`config.mk`:
```
export PLATFORM = sky130hd
export DESIGN_NAME = bpa_ctrl
export DESIGN_NICKNAME = d
export VERILOG_FILES = /design/src/hdl/bpa_pkg.sv /design/src/hdl/bpa_ctrl.sv
export SDC_FILE = /design/constraint.sdc
export NUM_CORES = 1
export LEC_CHECK = 0
export ABC_AREA = 1
export BUFFER_PORTS_ARGS = -buffer_cell sky130_fd_sc_hd__buf_2
export CAP_MARGIN = 20
export CORE_AREA = 3 3 40 42
export DETAILED_ROUTE_END_ITERATION = 8
export DIE_AREA = 0 0 43 45
export PLACE_DENSITY = 0.32
export SYNTH_ARGS = -nofsm -noshare
export SYNTH_HDL_FRONTEND = slang
export SYNTH_SLANG_ARGS = --single-unit
export TNS_END_PERCENT = 30
```
`constraint.sdc`:
```
create_clock -name clk -period 2.5 [get_ports clk]
set_clock_uncertainty 0.1 [all_clocks]
set_input_delay 0.375 -clock clk [delete_from_list [all_inputs] [get_ports clk]]
set_output_delay 0.375 -clock clk [all_outputs]
set_load 0.02 [all_outputs]
```
`src/hdl/bpa_pkg.sv`:
```
// bitmap page allocator shared package
// status codes, operation codes and sizing constants; no dependencies
package bpa_pkg;
	localparam int MAX_PAGES_DEF = 4096;
	localparam logic [1:0] ST_OK = 2'd0;
	localparam logic [1:0] ST_OOM = 2'd1;
	localparam logic [1:0] ST_FREE = 2'd2;
	localparam logic [1:0] ST_RANGE = 2'd3;
	localparam logic OP_ALLOC = 1'b0;
	localparam logic OP_FREE = 1'b1;

	typedef struct packed {
		logic start;
		logic is_free;
	} bpa_cmd_t;

	typedef struct packed {
		logic done;
		logic ready;
	} bpa_stat_t;
endpackage

```
`src/hdl/bpa_ctrl.sv`:
```
// bitmap page allocator controller
// handshake sequencing around the datapath; uses bpa_pkg
module bpa_ctrl
	import bpa_pkg::*;
(
	input logic clk,
	input logic arst_n,
	input logic in_valid,
	input logic in_op,
	output logic in_ready,
	input logic out_ready,
	output logic out_valid,
	output bpa_cmd_t cmd,
	input bpa_stat_t stat
);
	localparam logic [1:0] S_IDLE = 2'd0;
	localparam logic [1:0] S_RUN = 2'd1;
	localparam logic [1:0] S_OUT = 2'd2;
	logic [1:0] state_q;

	assign in_ready = (state_q == S_IDLE) && stat.ready;
	assign out_valid = (state_q == S_OUT);
	assign cmd.start = in_valid && in_ready;
	assign cmd.is_free = in_op;

	always_ff @(posedge clk or negedge arst_n) begin
		if (!arst_n) begin
			state_q <= S_IDLE;
		end else begin
			unique case (state_q)
				S_IDLE: if (cmd.start) state_q <= S_RUN;
				S_RUN: if (stat.done) state_q <= S_OUT;
				S_OUT: if (out_ready) state_q <= S_IDLE;
				default: state_q <= S_IDLE;
			endcase
		end
	end
endmodule

```
==> metrics <==
Crit Path Class=flop to primary output; Final setup viols=0; Leak=0.127 nW; Vias/cell=about 3.1; reg-to-reg setup timing slack=approximately 1.6 ns; TritonCTS clock tree=yes; Syn Area/Cell=roughly 7.6 um2; worst reg2reg startpoint=state_q[0]; # IOs=11; DIE AREA=between 1500 and 2000 um2; worst-margin pin slew=~0.14 ns; CTS Root Cell=clkbuf_4; register share of total power=approximately 28%; Starting Density=9.44%; worst hold start=out_ready; PD cells=around 780 nW/um2; Clock transition at path regs=0.03 ns; power share of the combinational group=between 20% and 30%; final WL=about 350 um; area of the mapped netlist=between 100 and 150 um2; Antenna Cells=0; hold path depth=2; cts bufs inserted=3; layout cells sized above 1=between 40 and 50%; Biggest register=state_q; Worst setup EP type=primary output; Total GRT Usage=under 10%; Post-CTS Setup Repair Bufs=0; wl on met1=around 140 um; wire length per cell=around 8.2 um; final period utilization=just over 60%; RSZ-0062 raised after global routing=no; Rows=13; max FFs per register=2; post-route ant nets=0; Worst EP required=a little over 2 ns; Final HPWL DP=approximately 300 um; overall die width=~43 um; WP data arrival=1.06 ns; worst hold path type=input port to flop; family with the most delay on the worst path=flip-flops; vias in the first global route=around 150; Slew Limit Fails=0; Worst Hold End=state_q[1]; Core Region=1280 um2; Net Count, Synth=23; critical path's slowest cell=dfrtp_1; final worst path period need=1.54 ns; Pre-antenna DRT Iters=2; Die H=roughly 45 um; number of H-tree levels=1; max-cap check violation count=0; worst path bufs/invs=2; drt drc=0; synth warn=0; Max FO, Critical Path=4; Worst path max stage delay=about 0.40 ns; Rel. slew slack=between 90% and 100%; nets=36; largest net degree at the start of global routing=5; initial antenna violation count=0; CP Cell Sequence=nor2_2, nand3_2, inv_1, buf_2; clock network fraction of design power=approximately 44%; met2 routed WL=134 um; highest layer used for signal routing=met3; detailed-route via count=130; worst skew pair latency=approximately 0.22 ns; port bufs=8; net switching power=between 0.05 and 0.06 mW; P_int=approximately 0.11 mW; status=complete, no violations; # clock sinks=2; flops & latches, synth=2; commonest non-fill, non-tap cell in the layout=buf_2; cell count after synthesis=16; WL met3=about 68 um; Reg-to-Reg End=state_q[0]; crit path launch type=flop; Largest regs=state_q x2; Yosys cell types=9; setup TNS=0 ns; R2R depth=3; grt ovf=0; sequential element share of the synthesized area=between 40% and 50%; Max Clk Rate=650 MHz; Max VDD drop=between 0.15 and 0.2 mV; first-pass GRT wire length=627 um; hold slack=0.225 ns; area grow syn2layout=69.1%; Power, Total=0.160 mW; most frequent cells in the layout=buf_2, inv_1, nand2_1, clkbuf_4, dfrtp_1; count of final hold-check violations=0; CTS Buffer Depth=2; Routability Congestion=roughly 0.7; Switching Share=between 30% and 40%; initial drt markers=1
-- layout make-up --
cell class                 instances  area (um2)
multi-input combinational          8        45.0
tap                               15        18.8
inverter                           5        18.8
clock buffer                       3        22.5
sequential                         2        50.0
fill                             154        1080
timing repair buffer               9        50.0
-- power groups by stage --
stage               Combinational, mW  Clock, mW  Sequential (mW)
finish                         0.0443     0.0707           0.0451
global route                   0.0505     0.0856           0.0471
CTS                            0.0458     0.0762           0.0450
detailed placement             0.0445          0           0.0453
global placement               0.0426          0           0.0456
floorplan                      0.0311          0           0.0444
-- through the flow --
step | utilization (%) | std cells | cell area, um2 | setup slack (ns)
4_1_cts | 16.0 | 42 | 205 | 0.940
3_5_place_dp | 13.4 | 38 | 173 | 1.19
2_1_floorplan | - | 16 | 121 | 1.29
3_3_place_gp | 13.4 | 38 | 173 | 1.20
5_1_grt | 16.0 | 42 | 205 | 0.853
6_report | 16.0 | 42 | 205 | 0.962
-- repair_timing --
action	4_1_cts	5_1_grt
hold buffers	1	0
endpoints found under the hold margin	2	0
resized for setup	0	0
-- cells by family (layout without fill, tap and decap cells) --
kind of cell	count (synthesis)	in the layout	synth area share (%)
buffers and inverters	6	17	21.7
DFF	2	2	41.2
and+or+nand+nor	7	7	33.0
AOI/OAI and AO/OA	1	1	4.12
-- cells in the mapped netlist (all sizes together) --
cell type  instances  share of area [%]
o21ai              1                4.1
nand2              3                9.3
nor2               1                5.2
nand3b             1                6.2
nand3              2                 12
inv                5                 15
dfrtp              2                 41
buf                1                6.2
-- worst register-to-register path: cells and delay by family (launching register included) --
family,cells,cell delay [ns]
flops,1,0.40
simple gates,3,0.31
-- worst max path at each step --
stage,cells past startpoint,endpoint,startpoint
after floorplan,3,cmd[1],state_q[0]
after global placement,4,cmd[1],state_q[0]
after detailed placement,4,cmd[1],state_q[0]
after CTS,4,cmd[1],state_q[0]
after global routing,4,cmd[1],state_q[0]
final,4,cmd[1],state_q[0]
-- layer usage --
layer,global-route usage [%],vias to the layer above
met4,5.42,0
met5,0,-
li1,-,69
met2,5.39,9
met3,5.98,0
met1,5.06,52
Note: power is estimated with default switching activity, not from simulation.
